### src/sv/pma_pkg.sv
// ----------------------------------------------------------------------------
// pma_pkg
// Shared types, constants and command codes of the piece motion animator.
// ----------------------------------------------------------------------------
`default_nettype none

package pma_pkg;

    // Default piece count and fixed axis count
    localparam int PIECES_DEF = 64;
    localparam int NUM_AXES   = 3;

    // Item modes
    localparam logic [3:0] MODE_TICK      = 4'd0;
    localparam logic [3:0] MODE_MOVE      = 4'd1;
    localparam logic [3:0] MODE_MOVE_NOW  = 4'd2;
    localparam logic [3:0] MODE_TURN      = 4'd3;
    localparam logic [3:0] MODE_TURN_NOW  = 4'd4;
    localparam logic [3:0] MODE_SPIN      = 4'd5;
    localparam logic [3:0] MODE_STOP_SPIN = 4'd6;
    localparam logic [3:0] MODE_SHOW      = 4'd7;
    localparam logic [3:0] MODE_HIDE      = 4'd8;

    // Axis flag bits
    localparam int FLAG_MOVE = 0;
    localparam int FLAG_TURN = 1;

    // One stored row per piece axis
    typedef struct packed {
        logic signed [31:0] lin_pos;
        logic signed [31:0] lin_goal;
        logic signed [31:0] lin_speed;
        logic [31:0]        rot_pos;
        logic [31:0]        rot_goal;
        logic [31:0]        rot_speed;
        logic signed [47:0] spin_now;
        logic signed [47:0] spin_goal;
        logic [31:0]        spin_ramp;
        logic [1:0]         flags;
    } t_row;

    // Controller states
    typedef enum logic [3:0] {
        ST_CLEAR,
        ST_IDLE,
        ST_DISP,
        ST_SW_RD,
        ST_SW_MUL,
        ST_SW_APP,
        ST_SW_ADV,
        ST_SW_WR,
        ST_CM_RD,
        ST_CM_EX,
        ST_OUT
    } t_state;

    // Controller to datapath commands
    typedef struct packed {
        logic load;
        logic cnt_clr;
        logic cnt_inc;
        logic clr_wr;
        logic sw_rd;
        logic sw_mul;
        logic sw_app;
        logic sw_adv;
        logic sw_wr;
        logic still_clr;
        logic pend_upd;
        logic cm_rd;
        logic cm_ex;
    } t_dp_cmd;

    // Datapath to controller status
    typedef struct packed {
        logic is_tick;
        logic pending;
        logic last;
    } t_dp_sts;

endpackage

`default_nettype wire

### src/sv/pma_ctrl.sv
// ----------------------------------------------------------------------------
// pma_ctrl
// Sequencer: clearing pass, dispatch, per-slot sweep steps, command execute.
// ----------------------------------------------------------------------------
`default_nettype none

module pma_ctrl
    import pma_pkg::*;
(
    input  wire logic    i_clk,
    input  wire logic    i_rst_n,
    input  wire logic    i_in_valid,
    input  wire logic    i_out_ready,
    input  wire t_dp_sts i_sts,
    output logic         o_in_ready,
    output logic         o_out_valid,
    output t_dp_cmd      o_cmd
);

    t_state r_state, n_state;

    // State register
    always_ff @(posedge i_clk) begin
        if (!i_rst_n) begin
            r_state <= ST_CLEAR;
        end else begin
            r_state <= n_state;
        end
    end

    // Next state and commands
    always_comb begin
        n_state     = r_state;
        o_cmd       = '0;
        o_in_ready  = 1'b0;
        o_out_valid = 1'b0;
        case (r_state)
            ST_CLEAR: begin
                o_cmd.clr_wr  = 1'b1;
                o_cmd.cnt_inc = 1'b1;
                if (i_sts.last) begin
                    o_cmd.cnt_clr = 1'b1;
                    n_state       = ST_IDLE;
                end
            end
            ST_IDLE: begin
                o_in_ready = 1'b1;
                if (i_in_valid) begin
                    o_cmd.load = 1'b1;
                    n_state    = ST_DISP;
                end
            end
            ST_DISP: begin
                o_cmd.cnt_clr   = 1'b1;
                o_cmd.still_clr = 1'b1;
                n_state = (i_sts.is_tick && i_sts.pending) ? ST_SW_RD : ST_CM_RD;
            end
            ST_SW_RD: begin
                o_cmd.sw_rd = 1'b1;
                n_state     = ST_SW_MUL;
            end
            ST_SW_MUL: begin
                o_cmd.sw_mul = 1'b1;
                n_state      = ST_SW_APP;
            end
            ST_SW_APP: begin
                o_cmd.sw_app = 1'b1;
                n_state      = ST_SW_ADV;
            end
            ST_SW_ADV: begin
                o_cmd.sw_adv = 1'b1;
                n_state      = ST_SW_WR;
            end
            ST_SW_WR: begin
                o_cmd.sw_wr   = 1'b1;
                o_cmd.cnt_inc = 1'b1;
                if (i_sts.last) begin
                    o_cmd.pend_upd = 1'b1;
                    n_state        = ST_CM_RD;
                end else begin
                    n_state = ST_SW_RD;
                end
            end
            ST_CM_RD: begin
                o_cmd.cm_rd = 1'b1;
                n_state     = ST_CM_EX;
            end
            ST_CM_EX: begin
                o_cmd.cm_ex = 1'b1;
                n_state     = ST_OUT;
            end
            ST_OUT: begin
                o_out_valid = 1'b1;
                if (i_out_ready) begin
                    n_state = ST_IDLE;
                end
            end
            default: begin
                n_state = ST_IDLE;
            end
        endcase
    end

endmodule

`default_nettype wire

### config.mk
export PLATFORM = sky130hd
export DESIGN_NAME = pma_ctrl
export DESIGN_NICKNAME = d
export VERILOG_FILES = /design/src/sv/pma_pkg.sv /design/src/sv/pma_ctrl.sv
export SDC_FILE = /design/constraint.sdc
export NUM_CORES = 1
export LEC_CHECK = 0
export BUFFER_PORTS_ARGS = -buffer_cell sky130_fd_sc_hd__buf_2
export CORE_AREA = 5 5 42 44
export CTS_BUF_LIST = sky130_fd_sc_hd__clkbuf_16
export DETAILED_ROUTE_END_ITERATION = 10
export DIE_AREA = 0 0 47 49
export SYNTH_ARGS = -nofsm -noshare
export SYNTH_HDL_FRONTEND = slang
export SYNTH_SLANG_ARGS = --single-unit
### constraint.sdc
create_clock -name i_clk -period 1.3 [get_ports i_clk]
set_input_delay 0.195 -clock i_clk [delete_from_list [all_inputs] [get_ports i_clk]]
set_output_delay 0.195 -clock i_clk [all_outputs]
set_load 0.05 [all_outputs]
# Yosys cells after proc, flatten, opt, wreduce, memory -nomap -nowiden
# Index checks and enable logic that the tools add are counted.
totals:
  regBits: 4
  in_bits: 7
  output_inout_bits: 15
  elab_cells: 41
classes:
  eq_ne: 13
  muxes: 23
  reduce_logical: 4
ops:
  columns: ["op", "n"]
  rows:
  - ["4-bit one-hot mux with 11 select lines", 1]
  - ["4-bit 2-to-1 mux", 5]
  - ["4-bit by 3-bit equality test with 1-bit output (second input constant)", 4]
  - ["1-bit 2-to-1 mux", 16]
  - ["4-bit equality test (second input constant)", 3]
  - ["4-bit by 2-bit equality test with 1-bit output (second input constant)", 2]
  - ["2-bit inequality test (second input constant)", 3]
  - ["4-bit by 1-bit equality test with 1-bit output (second input constant)", 1]
  - ["4-bit logical NOT", 1]
  - ["3-bit AND reduction", 1]
  - ["1-bit one-hot mux with 2 select lines", 1]
  - ["2-bit OR reduction", 1]
  - ["1-bit logical AND", 1]

# Depth between registers and ports, before layout
# Gate-level depths: netlist of run 1.
logic_depth:
  ltp_word: 3
  ltp_mapped: 5
  depth_no_buf: 4

# Worst setup path after synthesis of run 1
# OpenSTA, ideal clock, no wires.
synth_timing:
  path_type: "register -> output"
  startpoint: "register r_state[0]"
  endpoint: "output o_cmd[12] (netlist name)"
  t_arrival_ns: 2.356
  path_slack_ns: -1.251
  path_stages_with_launch: 5
  path_buffers: 1
  path_cell_list: "dfxtp_1 > buf_2 > nand2b_1 > nor3_1 > and2_1"
synth_rtl:
  columns: ["item", "line_no", "text"]
  rows:
  - ["start, declared", "pma_ctrl.sv:20", "t_state r_state, n_state;"]
  - ["start signal, assigned", "pma_ctrl.sv:27", "r_state <= n_state;"]
  - ["end, declared", "pma_ctrl.sv:17", "output t_dp_cmd o_cmd"]

==> impl_results.md, run 1 <==
* Regs by FF count: r_state x4
* Max clock buf depth at 2
* First-pass GRT wire length at 2.34 mm
* Setup violations, final at 15
* RSZ-0062 raised after global routing: true
* Clock transition at path regs at 0.03 ns
* Place WS at -0.0396 ns
* Crit path kind: reg2out
* Dpl hpwl at 1.02 mm
* Clk_skew at 0.00216 ns
* Via/cell ratio at 4.87
* Routed length per placed instance at 14.6 microns
* Reg2reg start: r_state[3]
* Finished Cell Area at 992 sq um
* Slew headroom at 84.4%
* Hold Path Class: in2reg
* TritonCTS clock tree: done
* Sequential share of the synthesized area at 19.2%
* Most used DFF post-synth: dfxtp_1
* Synth Instances at 58
* Async SR Flop Fraction at 0%
* Post-synth cell types at 28
* Synth warnings at 0
* Max-cap check violation count at 0
* Max IR drop VDD at 0.909 mV
* Mapped Area at 418 sq um
* CP arrival at 1.21 ns
* Reg2Reg Depth at 5
* Clock buffer count from CTS at 3
* Core Area at 0.00140 sq mm
* Clk_lat worst skew at 0.22 ns
* CTS H-tree depth at 1
* Status: finished, violations left
* Nets at 106
* Setup_tns at -0.733 ns
* Ports at 22
* FP Rows at 14
* Beginning of the worst hold path: i_rst_n
* Hold path cells at 3
* Number of global-route vias before repair at 543
* PD cells at 963 mW/mm^2
* Worst Hold Endpoint: r_state[1]
* Failing checks: negative setup slack
* Syn-to-layout area delta at 137%
* Die Ht at 49 microns
* Ratio of cells with drive above 1 in the final layout at 74.2%
* Mapped Nets at 65
* Fin. max-slew vios at 0
* DP Area at 676 sq um
* Routed via count at 550
* Final worst slack at -0.104 ns
* Die area at 0.00230 sq mm
* Worst r2r dst: r_state[0]
* Biggest register: r_state
* Critical path endpoint category: primary output
* Number of flip-flops in the largest register at 4
* Routability congestion estimate at 0.740
* FF+latch count, synth at 4
* CTS sink count at 4
* Leakage at 0.427 nW
* Fin crit share at 108%
* Port bufs at 21
* Antenna diode count at 0
* Avg Cell Area, Syn at 7.21 sq um
* F_max at 712 MHz
* DRC violations left at 0
* Chip width at 47 microns
* R2R setup slack at 0 ns
* Count of flip-flops with a built-in enable after synthesis at 0
* DRT iter0 DRCs at 6
* Initial core utilization at 29.8%
* Least-Margin Pin Slew at 0.227 ns
* Drt total wl at 1.65 mm
* Initial antenna violation count at 0
* Fin. Hold Viols at 0
* CTS root buf: clkbuf_16
* WP data required at 1.11 ns
* Startpoint types: flop
* Largest net degree at the start of global routing at 9
* Detailed Routing Iterations Pass 1 at 4
* Antenna Violating Nets Remaining at 0
* Tmin final at 1.40 ns
* Fin Hold WS at 0.210 ns
* Total grt overflow at 0
* Global-route usage over all layers at 13.5%
* Crit Path Max Fanout at 6
==> worst max-delay path: stages (launching register included) <==
cell and delay (ns):
dfxtp_4 0.36, nand2b_4 0.19, nor3_4 0.13, and2_4 0.17, buf_8 0.14
==> timing repair <==
action,4_1_cts,5_1_grt
pin swaps,4,4
gates resized for setup,46,11
endpoints found under the hold margin,0,0
setup buffers,2,4
hold buffers,0,0
setup endpoints to repair,16,16
==> final cells by class <==
cell class,count,area (sq um)
repair buffers,40,369
well taps,16,20.0
fillers,103,409
inverters,2,7.51
flip-flops and latches,4,95.1
multi-input cells,48,425
clock buffers,3,75.1
==> synthesized netlist by cell type, types with 2 or more instances <==
cell type,count,share of area (%)
nor2_1,8,7.2
nand2_1,7,6.3
nor3_1,5,6.0
dfxtp_1,4,19
nand2b_1,4,6.0
and2_1,3,4.5
o21ai_0,3,3.6
a21oi_1,2,2.4
buf_2,2,2.4
inv_1,2,1.8
==> where the power goes <==
part / internal (W) / total (W) / switching [W]
Combinational: 0.000138 / 0.000334 / 0.000197
Sequential: 0.000127 / 0.000147 / 0.0000203
Clock: 0.000392 / 0.000473 / 0.0000809
==> metal layers <==
metal	track usage (%)	up-vias	routed length, microns	part of all wire (%)
li1	-	279	-	-
met1	16.9	260	605	37
met2	22.6	9	998	60
met3	1.11	2	31	1.9
met4	5.53	0	14	0.85
met5	0	-	0	0
==> logic make-up (layout without fill, tap and decap cells) <==
| kind of cell | count (synthesis) | after routing | share of synthesized area [%] |
|---|---|---|---|
| multiplexers | 1 | 1 | 2.40 |
| AO/OA/AOI/OAI | 12 | 12 | 21.0 |
| buffers and inverters | 6 | 45 | 8.68 |
| AND/OR/NAND/NOR | 33 | 33 | 44.6 |
| XOR/XNOR | 2 | 2 | 4.19 |
| flip-flops | 4 | 4 | 19.2 |
==> worst max path at each step <==
stage               slack, ns         to  startpoint  cells after the start
floorplan               -0.30  o_cmd[12]  r_state[0]                      4
global placement       -0.007   o_cmd[2]  r_state[2]                      4
CTS                     -0.10   o_cmd[7]  r_state[1]                      4
global route            -0.15  o_cmd[12]  r_state[3]                      4
finish                  -0.10  o_cmd[12]  r_state[3]                      4
detailed placement      -0.04   o_cmd[2]  r_state[1]                      4
==> cell usage in the layout (no fill, tap or decap), drive strengths merged <==
cell / n
o32ai: 1
xor2: 1
buf: 40
nor3b: 1
clkbuf: 3
and2: 4
nor2: 8
a21oi: 2
nand2: 7
a32o: 1
o211ai: 1
nor3: 6
nor4b: 1
o2bb2ai: 1
a31oi: 1
nand2b: 4
dfxtp: 4
o21ai: 3
inv: 2
and3: 1
xnor2: 1
a211oi: 2
mux2i: 1
nor2b: 1
==> stage by stage <==
step | power [W] | std cells | utilization, %
finish | 0.000955 | 113 | 70.8
global route | 0.000989 | 113 | 70.8
CTS | 0.000936 | 109 | 65.4
detailed placement | 0.000408 | 104 | 48.2
global placement | 0.000406 | 104 | 48.2
floorplan | 0.000338 | 58 | -
(Power assumes the default switching activity.)
==> run 2, diff against run 1 <==
--- a/config.mk
+++ b/config.mk
@@ -10,6 +10,7 @@
 export CTS_BUF_LIST = sky130_fd_sc_hd__clkbuf_16
 export DETAILED_ROUTE_END_ITERATION = 10
 export DIE_AREA = 0 0 47 49
+export SETUP_SLACK_MARGIN = 0.5
 export SYNTH_ARGS = -nofsm -noshare
 export SYNTH_HDL_FRONTEND = slang
 export SYNTH_SLANG_ARGS = --single-unit
==> constraint.sdc (replaced) <==
create_clock -name i_clk -period 1.8 [get_ports i_clk]
set_input_delay 0.27 -clock i_clk [delete_from_list [all_inputs] [get_ports i_clk]]
set_output_delay 0.27 -clock i_clk [all_outputs]
set_load 0.05 [all_outputs]
==> run 2 against run 1 <==
Net effect: the flow now finishes without violations; non-clock buffer count grew 3; design area grew 7.3%; utilization grew 5.2 points; largest power group unchanged; via count grew 8.4%; hold slack gained 0.095 ns; clock skew is essentially flat; clock-buffer cell count is the same; worst setup slack gained 0.39 ns; highest routed layer unchanged.
==> impl_results.md, run 2 (synthesis results as in run 1) <==
* Commonest non-fill, non-tap cell in the layout: buf_4
* Largest net degree at the start of global routing at 11
* Ports at 22
* Hold Buf Count CTS at 0
* Global-route usage over all layers at 14.9%
* Setup_tns at 0 ns
* Leakage at 0.455 nW
* FP Rows at 14
* Die Ht at 49 microns
* Drt total wl at 1.82 mm
* Number of global-route vias before repair at 521
* WP data required at 1.53 ns
* Worst-path cell chain: nand2b_4 -> buf_4 -> o21ai_2 -> buf_6
* Chip width at 47 microns
* DRC violations left at 0
* Sw frac at 32.6%
* Tmin final at 1.51 ns
* Max IR drop VDD at 0.925 mV
* CTS H-tree depth at 1
* Status: complete, no violations
* Antenna Violating Nets Remaining at 0
* Die area at 0.00230 sq mm
* Crit Path Max Fanout at 5
* Fin Hold WS at 0.305 ns
* Regs by FF count: r_state x4
* Initial antenna violation count at 0
* Routed length per placed instance at 15.7 microns
* CTS root buf: clkbuf_16
* Startpoint types: flop
* Comb pwr share at 36.2%
* Core Area at 0.00140 sq mm
* Initial core utilization at 29.8%
* Fin. max-slew vios at 0
* Hold Path Class: in2reg
* Syn-to-layout area delta at 155%
* Nets at 109
* Total grt overflow at 0
* Worst path slowest cell: dfxtp_4
* Dpl hpwl at 876 microns
* PD cells at 673 mW/mm^2
* P_sw at 0.000233 W
* Maximum single-stage delay on the critical path at 0.36 ns
* Sequential share of power at 14.8%
* Routability congestion estimate at 0.745
* First-pass GRT wire length at 2.44 mm
* Clock buffer count from CTS at 3
* CTS sink count at 4
* Reg2Reg Depth at 7
* Fin crit share at 84.0%
* Fin. Hold Viols at 0
* Number of flip-flops in the largest register at 4
* Clock transition at path regs at 0.03 ns
* Setup violations, final at 0
* Clk_lat worst skew at 0.23 ns
* Routed via count at 596
* CP arrival at 1.24 ns
* Clock power frac at 48.9%
* Detailed Routing Iterations Pass 1 at 4
* Leading cell types in the layout, fill and taps excluded: buf_4, buf_6, buf_2
* Least-Margin Pin Slew at 0.384 ns
* Crit path kind: reg2out
* Antenna diode count at 0
* DRT iter0 DRCs at 3
* R2R setup slack at 0.43 ns
* Max clock buf depth at 2
* Int Pwr at 0.000483 W
* RSZ-0062 raised after global routing: true
* Clk_skew at 0.00203 ns
* F_max at 661 MHz
* Max-cap check violation count at 0
* Port bufs at 21
* Via/cell ratio at 5.14
* Hold path cells at 3
* Ratio of cells with drive above 1 in the final layout at 79.0%
* TritonCTS clock tree: done
* Slew headroom at 74.2%
* Biggest register: r_state
* Critical path endpoint category: primary output
[run 2: changes by cell type in the layout (fill, tap and decap cells not counted), sizes merged]
cell,before,now
buf,40,43
clkinvlp,0,1
inv,2,1
[run 2: final timing paths]
check	start	to
worst max register to register	r_state[3]	r_state[0]
worst min register to register	r_state[3]	r_state[2]
worst min-delay path	i_rst_n	r_state[1]
worst max-delay path	r_state[3]	o_cmd[10]
[run 2: final cells by class]
class                   count  area [sq um]
flip-flops and latches      4          95.1
inverters                   2          11.3
fillers                    87           337
well taps                  16          20.0
multi-input cells          48           467
clock buffers               3          75.1
repair buffers             43           397
[run 2: per-layer routing]
metal	GRT usage, %	vias up	wire length, microns
met1	17.9	283	702
met3	3.32	4	68
met4	6.91	0	50
met5	0	-	0
met2	24.0	16	996
li1	-	293	-
[run 2: stage by stage]
step | instance area (sq um) | utilization, % | power [W] | std cells | setup WS, ns
after floorplan | 497 | - | 0.000249 | 58 | 0.121
after global placement | 606 | 43.2 | 0.000281 | 94 | 0.307
after detailed placement | 606 | 43.2 | 0.000280 | 94 | 0.294
after CTS | 893 | 63.7 | 0.000683 | 106 | 0.295
after global routing | 1060 | 76.0 | 0.000747 | 116 | 0.229
final | 1060 | 76.0 | 0.000717 | 116 | 0.288
[run 2: worst max-delay path, delay by kind of cell, from the launching register on]
family	cells	cell delay, ns
AOI/OAI and AO/OA	1	0.13
and+or+nand+nor	1	0.19
buffers and inverters	2	0.33
DFF	1	0.36
[run 2: power by group through the flow]
stage / combinational, W / clock (W) / sequential [W]
6_report: 0.000260 / 0.000351 / 0.000106
5_1_grt: 0.000274 / 0.000365 / 0.000108
4_1_cts: 0.000214 / 0.000360 / 0.000109
3_5_place_dp: 0.000164 / 0 / 0.000116
3_3_place_gp: 0.000165 / 0 / 0.000116
2_1_floorplan: 0.000147 / 0 / 0.000102
[run 2: repair_timing]
action | in CTS | in global routing
pin swaps | 2 | 8
gates resized for setup | 41 | 21
endpoints found under the setup margin | 17 | 18
buffers inserted | 9 | 10
